**config.mk**
```make
export PLATFORM = sky130hd
export DESIGN_NAME = json_array_element_splitter_core
export DESIGN_NICKNAME = d
export VERILOG_FILES = /design/src/hw/rtl/jaes_pkg.sv /design/src/hw/rtl/jaes_scan.sv /design/src/hw/rtl/json_array_element_splitter_core.sv
export SDC_FILE = /design/constraint.sdc
export NUM_CORES = 1
export LEC_CHECK = 0
export CORE_UTILIZATION = 30
export CTS_CLUSTER_SIZE = 30
export DETAILED_ROUTE_END_ITERATION = 6
export DONT_BUFFER_PORTS = 1
export SKIP_LAST_GASP = 1
export SLEW_MARGIN = 10
export SYNTH_ARGS = -nofsm -noshare
export SYNTH_HDL_FRONTEND = slang
export SYNTH_SLANG_ARGS = --single-unit
```
**constraint.sdc**
```tcl
create_clock -name clk -period 4.79 [get_ports clk]
set_clock_uncertainty 0.2 [all_clocks]
set_input_delay 0.958 -clock clk [delete_from_list [all_inputs] [get_ports clk]]
set_output_delay 0.958 -clock clk [all_outputs]
set_load 0.02 [all_outputs]
```
**src/hw/rtl/jaes_pkg.sv**
```systemverilog
// Shared types, character codes and byte classifiers for the JSON array element splitter.
`timescale 1ns / 1ps

package jaes_pkg;

  localparam int OFFSET_BITS_DEF = 16;
  localparam int OUT_BITS = 16;
  localparam logic [OUT_BITS-1:0] OUT_MAX = 16'hFFFF;

  localparam logic [7:0] CH_NUL    = 8'h00;
  localparam logic [7:0] CH_TAB    = 8'h09;
  localparam logic [7:0] CH_LF     = 8'h0A;
  localparam logic [7:0] CH_VT     = 8'h0B;
  localparam logic [7:0] CH_FF     = 8'h0C;
  localparam logic [7:0] CH_CR     = 8'h0D;
  localparam logic [7:0] CH_SPACE  = 8'h20;
  localparam logic [7:0] CH_QUOTE  = 8'h22;
  localparam logic [7:0] CH_COMMA  = 8'h2C;
  localparam logic [7:0] CH_LBRACK = 8'h5B;
  localparam logic [7:0] CH_BSLASH = 8'h5C;
  localparam logic [7:0] CH_RBRACK = 8'h5D;
  localparam logic [7:0] CH_LBRACE = 8'h7B;
  localparam logic [7:0] CH_RBRACE = 8'h7D;

  localparam logic [1:0] ERR_NONE    = 2'd0;
  localparam logic [1:0] ERR_UNTERM  = 2'd1;
  localparam logic [1:0] ERR_STRAY   = 2'd2;

  typedef enum logic [2:0] {
    PH_SEP,
    PH_ELEM,
    PH_SCALAR,
    PH_STRING,
    PH_CONTAINER
  } phase_t;

  typedef struct packed {
    logic                element_done;
    logic [OUT_BITS-1:0] element_start;
    logic [OUT_BITS-1:0] element_end;
    logic [OUT_BITS-1:0] element_count;
    logic                array_done;
    logic [1:0]          error_code;
  } result_t;

  function automatic logic is_gap_space(input logic [7:0] b);
    is_gap_space = (b == CH_SPACE) || (b == CH_TAB) || (b == CH_LF) || (b == CH_CR);
  endfunction

  function automatic logic ends_scalar(input logic [7:0] b);
    ends_scalar = is_gap_space(b) || (b == CH_NUL) || (b == CH_COMMA) ||
                  (b == CH_RBRACK) || (b == CH_RBRACE) || (b == CH_VT) || (b == CH_FF);
  endfunction

endpackage

```
**src/hw/rtl/jaes_scan.sv**
```systemverilog
// Scan state and the one-byte step logic that produces a result word.
`timescale 1ns / 1ps

module jaes_scan #(
  parameter int OFFSET_BITS = jaes_pkg::OFFSET_BITS_DEF
) (
  input  logic              clk,
  input  logic              rst,
  input  logic              step,
  input  logic [7:0]        text_byte,
  input  logic              first_byte,
  output jaes_pkg::result_t result
);
  import jaes_pkg::*;

  localparam int WIDE = (OFFSET_BITS > OUT_BITS) ? OFFSET_BITS : OUT_BITS + 1;

  function automatic logic [OFFSET_BITS-1:0] off_next(input logic [OFFSET_BITS-1:0] v);
    off_next = (v == {OFFSET_BITS{1'b1}}) ? v : OFFSET_BITS'(v + 1'b1);
  endfunction

  function automatic logic [OUT_BITS-1:0] out16(input logic [OFFSET_BITS-1:0] v);
    logic [WIDE-1:0] w;
    w = WIDE'(v);
    out16 = (w > WIDE'(OUT_MAX)) ? OUT_MAX : w[OUT_BITS-1:0];
  endfunction

  phase_t                 phase, phase_next, eff_phase, gap_phase;
  logic [15:0]            nest_depth, nest_depth_next, eff_depth, depth_dec;
  logic                   open_is_brace, open_is_brace_next, eff_brace;
  logic                   inside_quotes, inside_quotes_next, eff_inside;
  logic                   after_backslash, after_backslash_next, eff_bs;
  logic [OFFSET_BITS-1:0] byte_offset, byte_offset_next, eff_offset;
  logic [OFFSET_BITS-1:0] current_start, current_start_next, eff_start;
  logic [15:0]            elements_seen, elements_seen_next, eff_count;
  logic                   finished, finished_next, eff_finished;
  logic [1:0]             error_held, error_held_next, eff_error;
  logic                   emit, emit_at_off, emit_past, run_gap;
  logic [7:0]             open_ch, close_ch;

  always_comb begin
    if (first_byte) begin
      eff_phase    = PH_SEP;
      eff_depth    = '0;
      eff_brace    = 1'b0;
      eff_inside   = 1'b0;
      eff_bs       = 1'b0;
      eff_offset   = '0;
      eff_start    = '0;
      eff_count    = '0;
      eff_finished = 1'b0;
      eff_error    = ERR_NONE;
    end else begin
      eff_phase    = phase;
      eff_depth    = nest_depth;
      eff_brace    = open_is_brace;
      eff_inside   = inside_quotes;
      eff_bs       = after_backslash;
      eff_offset   = byte_offset;
      eff_start    = current_start;
      eff_count    = elements_seen;
      eff_finished = finished;
      eff_error    = error_held;
    end
  end

  assign open_ch   = eff_brace ? CH_LBRACE : CH_LBRACK;
  assign close_ch  = eff_brace ? CH_RBRACE : CH_RBRACK;
  assign depth_dec = (eff_depth != 16'd0) ? eff_depth - 16'd1 : 16'd0;

  // Next state for one byte.
  always_comb begin
    phase_next           = eff_phase;
    nest_depth_next      = eff_depth;
    open_is_brace_next   = eff_brace;
    inside_quotes_next   = eff_inside;
    after_backslash_next = eff_bs;
    current_start_next   = eff_start;
    finished_next        = eff_finished;
    error_held_next      = eff_error;
    byte_offset_next     = off_next(eff_offset);
    emit                 = 1'b0;
    emit_at_off          = 1'b0;
    emit_past            = 1'b0;
    run_gap              = 1'b0;
    gap_phase            = PH_SEP;

    if (!eff_finished) begin
      case (eff_phase)
        PH_SCALAR: begin
          if (ends_scalar(text_byte)) begin
            emit       = 1'b1;
            phase_next = PH_SEP;
            run_gap    = 1'b1;
          end
        end
        PH_STRING: begin
          if (text_byte == CH_NUL) begin
            emit            = 1'b1;
            finished_next   = 1'b1;
            error_held_next = ERR_NONE;
          end else if (eff_bs) begin
            after_backslash_next = 1'b0;
          end else if (text_byte == CH_BSLASH) begin
            after_backslash_next = 1'b1;
          end else if (text_byte == CH_QUOTE) begin
            inside_quotes_next = 1'b0;
            emit               = 1'b1;
            emit_past          = 1'b1;
            phase_next         = PH_SEP;
          end
        end
        PH_CONTAINER: begin
          if (text_byte == CH_NUL) begin
            finished_next   = 1'b1;
            error_held_next = ERR_UNTERM;
          end else if (eff_inside) begin
            if (eff_bs) begin
              after_backslash_next = 1'b0;
            end else if (text_byte == CH_BSLASH) begin
              after_backslash_next = 1'b1;
            end else if (text_byte == CH_QUOTE) begin
              inside_quotes_next = 1'b0;
            end
          end else if (text_byte == CH_QUOTE) begin
            inside_quotes_next   = 1'b1;
            after_backslash_next = 1'b0;
          end else if (text_byte == open_ch) begin
            if (eff_depth != 16'hFFFF) begin
              nest_depth_next = eff_depth + 16'd1;
            end
          end else if (text_byte == close_ch) begin
            nest_depth_next = depth_dec;
            if (depth_dec == 16'd0) begin
              emit       = 1'b1;
              emit_past  = 1'b1;
              phase_next = PH_SEP;
            end
          end
        end
        PH_SEP, PH_ELEM: begin
          run_gap   = 1'b1;
          gap_phase = eff_phase;
        end
        default: begin
          phase_next = PH_SEP;
          run_gap    = 1'b1;
        end
      endcase

      if (run_gap) begin
        if (is_gap_space(text_byte)) begin
          phase_next = phase_next;
        end else if (text_byte == CH_NUL || text_byte == CH_RBRACK) begin
          finished_next   = 1'b1;
          error_held_next = ERR_NONE;
        end else if (text_byte == CH_RBRACE || text_byte == CH_VT || text_byte == CH_FF) begin
          finished_next   = 1'b1;
          error_held_next = ERR_STRAY;
        end else if (text_byte == CH_QUOTE) begin
          current_start_next   = eff_offset;
          inside_quotes_next   = 1'b1;
          after_backslash_next = 1'b0;
          phase_next           = PH_STRING;
        end else if (text_byte == CH_COMMA) begin
          if (gap_phase == PH_SEP) begin
            phase_next = PH_ELEM;
          end else begin
            emit        = 1'b1;
            emit_at_off = 1'b1;
          end
        end else if (text_byte == CH_LBRACK && gap_phase == PH_SEP) begin
          phase_next = PH_ELEM;
        end else if (text_byte == CH_LBRACK || text_byte == CH_LBRACE) begin
          current_start_next   = eff_offset;
          nest_depth_next      = 16'd1;
          open_is_brace_next   = (text_byte == CH_LBRACE);
          inside_quotes_next   = 1'b0;
          after_backslash_next = 1'b0;
          phase_next           = PH_CONTAINER;
        end else begin
          current_start_next = eff_offset;
          phase_next         = PH_SCALAR;
        end
      end
    end

    elements_seen_next = (emit && eff_count != 16'hFFFF) ? eff_count + 16'd1 : eff_count;
  end

  // Result word for the byte.
  always_comb begin
    result.element_done  = emit;
    result.element_start = '0;
    result.element_end   = '0;
    if (emit) begin
      result.element_start = out16(emit_at_off ? eff_offset : eff_start);
      result.element_end   = out16(emit_past ? byte_offset_next : eff_offset);
    end
    result.element_count = elements_seen_next;
    result.array_done    = finished_next;
    result.error_code    = error_held_next;
  end

  always_ff @(posedge clk) begin
    if (rst) begin
      phase           <= PH_SEP;
      nest_depth      <= '0;
      open_is_brace   <= 1'b0;
      inside_quotes   <= 1'b0;
      after_backslash <= 1'b0;
      byte_offset     <= '0;
      current_start   <= '0;
      elements_seen   <= '0;
      finished        <= 1'b0;
      error_held      <= ERR_NONE;
    end else if (step) begin
      phase           <= phase_next;
      nest_depth      <= nest_depth_next;
      open_is_brace   <= open_is_brace_next;
      inside_quotes   <= inside_quotes_next;
      after_backslash <= after_backslash_next;
      byte_offset     <= byte_offset_next;
      current_start   <= current_start_next;
      elements_seen   <= elements_seen_next;
      finished        <= finished_next;
      error_held      <= error_held_next;
    end
  end

`ifndef SYNTHESIS
  a_error_only_when_finished: assert property (@(posedge clk) disable iff (rst)
    !finished |-> error_held == ERR_NONE)
    else $error("Error code held while the scan is still running.");

  a_container_has_depth: assert property (@(posedge clk) disable iff (rst)
    phase == PH_CONTAINER |-> nest_depth != 16'd0)
    else $error("Container phase with zero nesting depth.");

  a_quotes_in_string_or_container: assert property (@(posedge clk) disable iff (rst)
    inside_quotes |-> (phase == PH_STRING || phase == PH_CONTAINER))
    else $error("Quote mark set outside a string or container.");

  a_count_steps_by_one: assert property (@(posedge clk) disable iff (rst)
    step && !first_byte |=> (elements_seen - $past(elements_seen)) <= 16'd1)
    else $error("Element count advanced by more than one word.");

  a_end_not_before_start: assert property (@(posedge clk) disable iff (rst)
    step && result.element_done |-> result.element_end >= result.element_start)
    else $error("Element end offset lies before its start offset.");
`endif

endmodule

```
**src/hw/rtl/json_array_element_splitter_core.sv**
```systemverilog
// Top level of the JSON array element splitter: input stage, scan logic and result register.
`timescale 1ns / 1ps

// Channel  Direction  Word contents
// s_axis   in         tdata: text_byte; tuser: first_byte
// m_axis   out        tdata: element_start, element_end, element_count, array_done,
//                     error_code; tuser: element_done
//
// One byte is taken per clock while m_axis is not stalled, and each byte gives exactly one result word.
// A byte is held in the input register until the scan step can take it; the step then
// writes its result word into the result register, which drives m_axis.
// The scan state loop feeds the registered scan state back through the step logic.
// Reset clears the scan state and both stage valid flags.
// A stall on m_axis holds the result and then the input word in place.

module json_array_element_splitter_core #(
  parameter int OFFSET_BITS = jaes_pkg::OFFSET_BITS_DEF
) (
  input  logic        clk,
  input  logic        rst,
  input  logic        s_axis_tvalid,
  output logic        s_axis_tready,
  input  logic [7:0]  s_axis_tdata,  // [7:0] text_byte
  input  logic        s_axis_tuser,  // [0] first_byte
  output logic        m_axis_tvalid,
  input  logic        m_axis_tready,
  output logic [55:0] m_axis_tdata,  // [15:0] element_start, [31:16] element_end,
                                     // [47:32] element_count, [48] array_done,
                                     // [50:49] error_code, [55:51] zero
  output logic        m_axis_tuser   // [0] element_done
);
  import jaes_pkg::*;

  logic       in_valid;
  logic [7:0] in_byte;
  logic       in_first;
  logic       out_open;
  logic       advance;
  result_t    step_result;
  result_t    out_word;

  assign out_open      = !m_axis_tvalid || m_axis_tready;
  assign advance       = in_valid && out_open;
  assign s_axis_tready = !in_valid || out_open;

  always_ff @(posedge clk) begin
    if (rst) begin
      in_valid <= 1'b0;
    end else if (s_axis_tvalid && s_axis_tready) begin
      in_valid <= 1'b1;
    end else if (advance) begin
      in_valid <= 1'b0;
    end
  end

  always_ff @(posedge clk) begin
    if (s_axis_tvalid && s_axis_tready) begin
      in_byte  <= s_axis_tdata;
      in_first <= s_axis_tuser;
    end
  end

  jaes_scan #(
    .OFFSET_BITS(OFFSET_BITS)
  ) u_scan (
    .clk       (clk),
    .rst       (rst),
    .step      (advance),
    .text_byte (in_byte),
    .first_byte(in_first),
    .result    (step_result)
  );

  always_ff @(posedge clk) begin
    if (rst) begin
      m_axis_tvalid <= 1'b0;
    end else if (advance) begin
      m_axis_tvalid <= 1'b1;
    end else if (m_axis_tready) begin
      m_axis_tvalid <= 1'b0;
    end
  end

  always_ff @(posedge clk) begin
    if (advance) begin
      out_word <= step_result;
    end
  end

  assign m_axis_tdata = {5'b00000, out_word.error_code, out_word.array_done,
                         out_word.element_count, out_word.element_end,
                         out_word.element_start};
  assign m_axis_tuser = out_word.element_done;

endmodule
```
==> flow_summary_export.csv, run 1 <==
group,metric,value,unit
power_and_ir_drop,ir_worst_vdd,0.0002368,V
logic_synthesis,synth_top_area_cell,"edfxtp_1",
logic_synthesis,synth_commonest_cells,"115 x nand2_1, 108 x nor2_1, 75 x dfxtp_1",
clock_tree,cts_buffers,17,
power_and_ir_drop,switchingPower,0.0007376,W
sta,hold_viol_final,0,
layout,drive_above_1_share,7.553,%
logic_synthesis,synthTopCellsByArea,"edfxtp_1 22%, dfxtp_1 18%, nand2_1 5.2%, nor2_1 4.9%, a21oi_1 3.6%",
route,ant_nets,0,
clock_tree,hold_buffers,0,
floorplanning,row_count,60,
sta,tightest_slew,0.9048,ns
clock_tree,insertion_delay,0.43,ns
global_route,grt_pass1_wl,38990,um
sta,setup_violations,0,
sta,min_period,4.387,ns
logic_synthesis,syn-cell-area,8352,um^2
floorplanning,ios,72,
job,maxCapViolCount,0,
placement,placed_cell_area,8638,um^2
route,drt-initial-drc-count,805,
worst_setup_path,rrSetupSlack,0.40,ns
layout,synthToLayoutAreaGrowth,10.23,%
run_status,status,"complete, no violations",
placement,io_buffers,0,
global_route,grt_antenna_before_repair,0,
layout,final_nets,997,
logic_synthesis,ys.flop_type,"dfxtp_1",
layout,multi_input_area,4629,um^2
logic_synthesis,yosysWarningCount,0,
clock_tree,cts_setup_buffers,0,
global_route,grt_pass1_vias,6940,
logic_synthesis,synth_seq_cells,136,
logic_synthesis,async_flop_share,0,%
clock_tree,clkSlewWorstSetupHoldPaths,0.06,ns
worst_setup_path,start_kind,"register",
worst_setup_path,required,4.78,ns
clock_tree,cts_sinks,136,
clock_tree,clockRootBuffer,"clkbuf_16",
global_route,grt_max_degree,81,
route,wl_per_cell,17.98,um
power_and_ir_drop,pwr_density_cell,304.4,nW/um^2
floorplanning,dieArea,28510,um^2
worst_setup_path,reg2reg_from,"in_first$_DFFE_PP_",
floorplanning,initial_core_util,30.82,%
power_and_ir_drop,internal_power,0.002065,W
placement,gp_congestion,0.8947,
global_route,grt-ovfl-total,0,
worst_setup_path,worstPathArrival,4.37,ns
power_and_ir_drop,power.total,0.002803,W
clock_tree,cts_resized,0,
worst_setup_path,worstSetupPathType,"register to register",
sta,slew_viol_final,0,
clock_tree,cts.htree.levels,4,
logic_synthesis,synth-edff-count,61,
route,drc,0,
sta,grt_setup_unrepaired,"no",
logic_synthesis,avgSynthCellArea,8.132,um^2
worst_setup_path,crit_start,"in_first$_DFFE_PP_",
layout,fin_cells,1365,
sta,fmax,227.9,MHz
power_and_ir_drop,seq_power_share,46.3,%
worst_setup_path,cp_max_fo,60,
floorplanning,die_h,168.9,um
global_route,grt_usage,17.38,%
route,num_vias,7755,
layout,antenna_cells,0,
logic_synthesis,yosysUniqueCellTypes,77,
clock_tree,cts_tree,"yes",
route,wl,24540,um
logic_synthesis,netlist_instances,1027,
sta,max_slew_margin,39.21,%
placement,dp_cells,1333,
layout,design_area,9206,um^2
logic_synthesis,synth_top_area_share,21.93,%
sta,fin_tns_setup,0,ns
floorplanning,coreArea,27100,um^2
layout,num-fill-cells,2797,
placement,dpl.hpwl,16040,um
floorplanning,die_width,168.9,um
route,firstDrtPassIters,5,
worst_setup_path,reg2regPathDepth,12,
worst_setup_path,crit_path_end,"m_axis_tdata[31]$_SDFFCE_PN0P_",
power_and_ir_drop,p_leak,2.866,nW
logic_synthesis,yosysMostFrequentCell,"nand2_1",
power_and_ir_drop,power_frac_comb,7.5,%
worst_setup_path,endpoint_kind,"register",
clock_tree,clk_path_buf_depth,2,
sta,fin_crit_sh,91.59,%
power_and_ir_drop,clockPowerShare,46.2,%
min_path,hp-start,"u_scan.current_start[6]$_SDFFE_PP0P_",
min_path,hold_class,"register to register",
power_and_ir_drop,switching_share,26.32,%
route,viasPerCell,5.681,
layout,seqCellArea,3333,um^2
logic_synthesis,yosysSeqAreaShare,39.91,%
worst_setup_path,r2r_end,"m_axis_tdata[31]$_SDFFCE_PN0P_",
cell type report:
type                       instances  share of cell area (%)
tap                              372                   5.056
multi-input combinational        791                   50.29
clock inverter                    10                   1.019
timing repair buffer              22                   1.794
clock buffer                      22                   5.151
inverter                          12                  0.4893
sequential                       136                   36.21
worst min-delay path by stage:
stage                                                  endpoint  slack (ns)  cells after the start
final                      u_scan.current_start[6]$_SDFFE_PP0P_        0.25                      2
after floorplan           u_scan.current_start[14]$_SDFFE_PP0P_        0.23                      2
after global placement    u_scan.current_start[11]$_SDFFE_PP0P_        0.23                      2
after global routing      u_scan.current_start[13]$_SDFFE_PP0P_        0.27                      2
after detailed placement   u_scan.current_start[3]$_SDFFE_PP0P_        0.24                      2
after CTS                 u_scan.current_start[12]$_SDFFE_PP0P_        0.24                      2
kinds of logic after synthesis:
| kind of cell | synth area share, % |
|---|---|
| XOR/XNOR | 2.517 |
| buffers and inverters | 5.064 |
| flip-flops | 39.91 |
| AO/OA/AOI/OAI | 21.47 |
| AND/OR/NAND/NOR | 29.54 |
| multiplexers | 0.8540 |
| other | 0.04490 |
| adder cells (fa/ha/maj) | 0.5993 |
cells in the final DEF (no fill, tap or decap), types with 7 or more instances in the layout:
cell	instances
nand2_1	115
nor2_1	107
dfxtp_1	75
edfxtp_1	61
a21oi_1	60
o21ai_0	58
nor3_1	36
nor2b_1	35
nand3_1	33
a31oi_1	27
nand4_1	23
buf_4	22
a22o_1	19
xnor2_1	17
clkbuf_16	17
or4_1	16
a22oi_1	16
and3_1	15
o211ai_1	15
or3_1	14
nor4_1	13
and2_1	10
nand2b_1	9
a211oi_1	9
inv_1	9
nor3b_1	9
o21ai_1	9
o31ai_1	8
xor2_1	7
nand3b_1	7
sequential cells by signal, summed over array words and instances, names as in the netlist, 2 cells and up:
name / flops
u_scan.phase: 3
u_scan.byte_offset: 16
u_scan.error_held: 2
u_scan.elements_seen: 16
m_axis_tdata: 51
in_byte: 8
u_scan.nest_depth: 16
u_scan.current_start: 16
critical path, cell delays in order, from the launching register on:
cell	delay, ns
edfxtp_1	0.36
buf_4	0.46
buf_4	0.60
nor2b_1	0.26
ha_1	0.32
and4_1	0.22
a21oi_1	0.49
nand3_1	0.19
nor2_1	0.29
and3_1	0.24
nor3b_1	0.26
xnor2_1	0.15
nor2_1	0.05
power by group through the flow:
stage	registers [W]	logic, W	clock network (W)
global placement	0.00132	0.000206	0
CTS	0.00130	0.000208	0.00132
global route	0.00130	0.000229	0.00136
finish	0.00130	0.000210	0.00129
detailed placement	0.00132	0.000207	0
floorplan	0.00131	0.000174	0
routing by layer:
metal,global-route usage (%),up-vias,part of all wire [%]
met5,0,-,0
met4,7.154,0,2.6
met3,2.969,41,5.4
met2,27.54,311,46
met1,23.36,3693,46
li1,-,3710,-
metrics by stage:
step | hold slack (ns) | setup WS (ns) | util, %
final | 0.2452 | 0.4030 | 33.97
after global routing | 0.2655 | 0.1210 | 33.97
after CTS | 0.2448 | 0.4681 | 33.97
after detailed placement | 0.2379 | 0.4813 | 31.87
after global placement | 0.2311 | 0.5029 | 31.87
after floorplan | 0.2316 | 0.7355 | -
Power figures use the tool's default switching activity.
==> run 2, diff against run 1 <==
- CORE_ASPECT_RATIO: not set -> 0.9
- CTS_CLUSTER_SIZE: 30 -> 24
==> flow_summary_export.csv, run 2 (synthesis gave the netlist of run 1 again) <==
group,metric,value,unit
min_path,hold_depth,2,
clock_tree,cts_tree,"yes",
route,num_vias,7803,
placement,place_ws,0.5200,ns
layout,num-fill-cells,2758,
placement,dpl.hpwl,16650,um
route,wl_per_cell,18.55,um
global_route,grt_usage,17.92,%
worst_setup_path,crit_start,"in_first$_DFFE_PP_",
sta,slew_viol_final,0,
layout,final_common_cell,"nand2_1",
layout,layout_common_cells,"115 x nand2_1, 107 x nor2_1, 75 x dfxtp_1",
global_route,grt-ovfl-total,0,
floorplanning,die_h,160.3,um
clock_tree,clkSlewWorstSetupHoldPaths,0.07,ns
sta,setup_violations,0,
sta,setup_slack,0.4758,ns
floorplanning,ios,72,
clock_tree,cts_resized,0,
global_route,grt_max_degree,107,
sta,hold-worst-slack,0.2508,ns
worst_setup_path,worstPathArrival,4.29,ns
worst_setup_path,cpMostUsedCell,"nand2_1",
layout,multi_input_area,4633,um^2
worst_setup_path,slowest_delay,0.59,ns
global_route,grt_antenna_before_repair,0,
worst_setup_path,path_cells,"inv_2 -> nand2_1 -> ha_1 -> or4b_1 -> o41ai_1 -> nand2_1 -> o311a_1 -> or4_4 -> o21a_1 -> nor3_1 -> mux2i_1 -> nor2_1",
placement,io_buffers,0,
floorplanning,dieArea,28510,um^2
sta,hold_viol_final,0,
worst_setup_path,reg2regPathDepth,12,
floorplanning,row_count,57,
route,ant_nets,0,
route,drc,0,
clock_tree,cts_buffers,17,
power_and_ir_drop,ir_worst_vdd,0.0001715,V
global_route,grt_pass1_vias,7065,
layout,drive_above_1_share,7.762,%
run_status,status,"complete, no violations",
power_and_ir_drop,power.total,0.002842,W
layout,antenna_cells,0,
floorplanning,coreArea,27170,um^2
min_path,hold_class,"register to register",
worst_setup_path,worstSetupPathType,"register to register",
clock_tree,cts.htree.levels,4,
sta,fin_tns_setup,0,ns
clock_tree,cts_sinks,136,
sta,fin_crit_sh,90.07,%
worst_setup_path,r2r_end,"m_axis_tdata[17]$_SDFFCE_PN0P_",
sta,tightest_slew,0.9719,ns
layout,synthToLayoutAreaGrowth,10.40,%
power_and_ir_drop,p_leak,2.880,nW
layout,fin_util,33.93,%
worst_setup_path,rrSetupSlack,0.48,ns
clock_tree,hold_buffers,0,
worst_setup_path,required,4.77,ns
worst_setup_path,cp_max_fo,10,
sta,fmax,231.8,MHz
clock_tree,clockRootBuffer,"clkbuf_16",
sta,min_period,4.314,ns
floorplanning,die_width,177.9,um
sta,max_slew_margin,35.12,%
layout,final_nets,996,
floorplanning,initial_core_util,30.74,%
route,drt-initial-drc-count,894,
worst_setup_path,critPathSlowestCell,"or4b_1",
worst_setup_path,endpoint_kind,"register",
job,maxCapViolCount,0,
sta,grt_setup_unrepaired,"no",
worst_setup_path,crit_cells,12,
worst_setup_path,reg2reg_from,"in_first$_DFFE_PP_",
worst_setup_path,critical-path-top-delay-family,"simple AND/OR/NAND/NOR gates",
layout,largest_reg_flops,51,
worst_setup_path,timing.critical_path.buf_inv,1,
global_route,grt_pass1_wl,40390,um
clock_tree,insertion_delay,0.43,ns
worst_setup_path,crit_path_end,"m_axis_tdata[17]$_SDFFCE_PN0P_",
power_and_ir_drop,pwr_density_cell,308.3,nW/um^2
route,viasPerCell,5.797,
worst_setup_path,start_kind,"register",
clock_tree,clk_path_buf_depth,2,
route,firstDrtPassIters,5,
placement,gp_congestion,0.9406,
layout,seqCellArea,3333,um^2
route,wl,24970,um
clock_tree,cts_setup_buffers,0,
[run 2: through the flow]
stage                     area [um^2]  instances
after detailed placement         8625       1314
after floorplan                  8367       1031
after CTS                        9220       1346
after global routing             9220       1346
final                            9220       1346
after global placement           8621       1314
[run 2: area by class of cell]
| type | count | share of cell area (%) |
|---|---|---|
| flip-flops and latches | 136 | 36.15 |
| clock inverters | 14 | 1.696 |
| multi-input cells | 791 | 50.25 |
| well taps | 354 | 4.804 |
| inverters | 12 | 0.4885 |
| repair buffers | 21 | 1.846 |
| clock buffers | 18 | 4.763 |
[run 2: layer usage]
metal	wire length, um	GRT usage [%]	vias up
li1	-	-	3720
met3	1649	3.314	36
met4	458	5.866	0
met2	10970	26.11	333
met5	0	0	-
met1	11900	26.27	3714
[run 2: worst min path at each step]
stage / start / to / slack, ns
detailed placement: u_scan.current_start[6]$_SDFFE_PP0P_ / u_scan.current_start[6]$_SDFFE_PP0P_ / 0.24
global route: u_scan.current_start[3]$_SDFFE_PP0P_ / u_scan.current_start[3]$_SDFFE_PP0P_ / 0.27
floorplan: u_scan.current_start[14]$_SDFFE_PP0P_ / u_scan.current_start[14]$_SDFFE_PP0P_ / 0.23
global placement: u_scan.current_start[12]$_SDFFE_PP0P_ / u_scan.current_start[12]$_SDFFE_PP0P_ / 0.23
CTS: u_scan.current_start[2]$_SDFFE_PP0P_ / u_scan.current_start[2]$_SDFFE_PP0P_ / 0.25
finish: u_scan.current_start[5]$_SDFFE_PP0P_ / u_scan.current_start[5]$_SDFFE_PP0P_ / 0.25
[run 2: report_power, final]
group	internal (W)	leakage (nW)	switching [W]	total (W)
combinational	0.0000637	1.42	0.000146	0.000209
sequential	0.00125	1.17	0.0000589	0.00130
clock	0.000752	0.287	0.000576	0.00133
[run 2: worst min-delay path, stage by stage (launching register included)]
cell	delay [ns]
dfxtp_1	0.31
nand2_1	0.05
a21oi_1	0.05
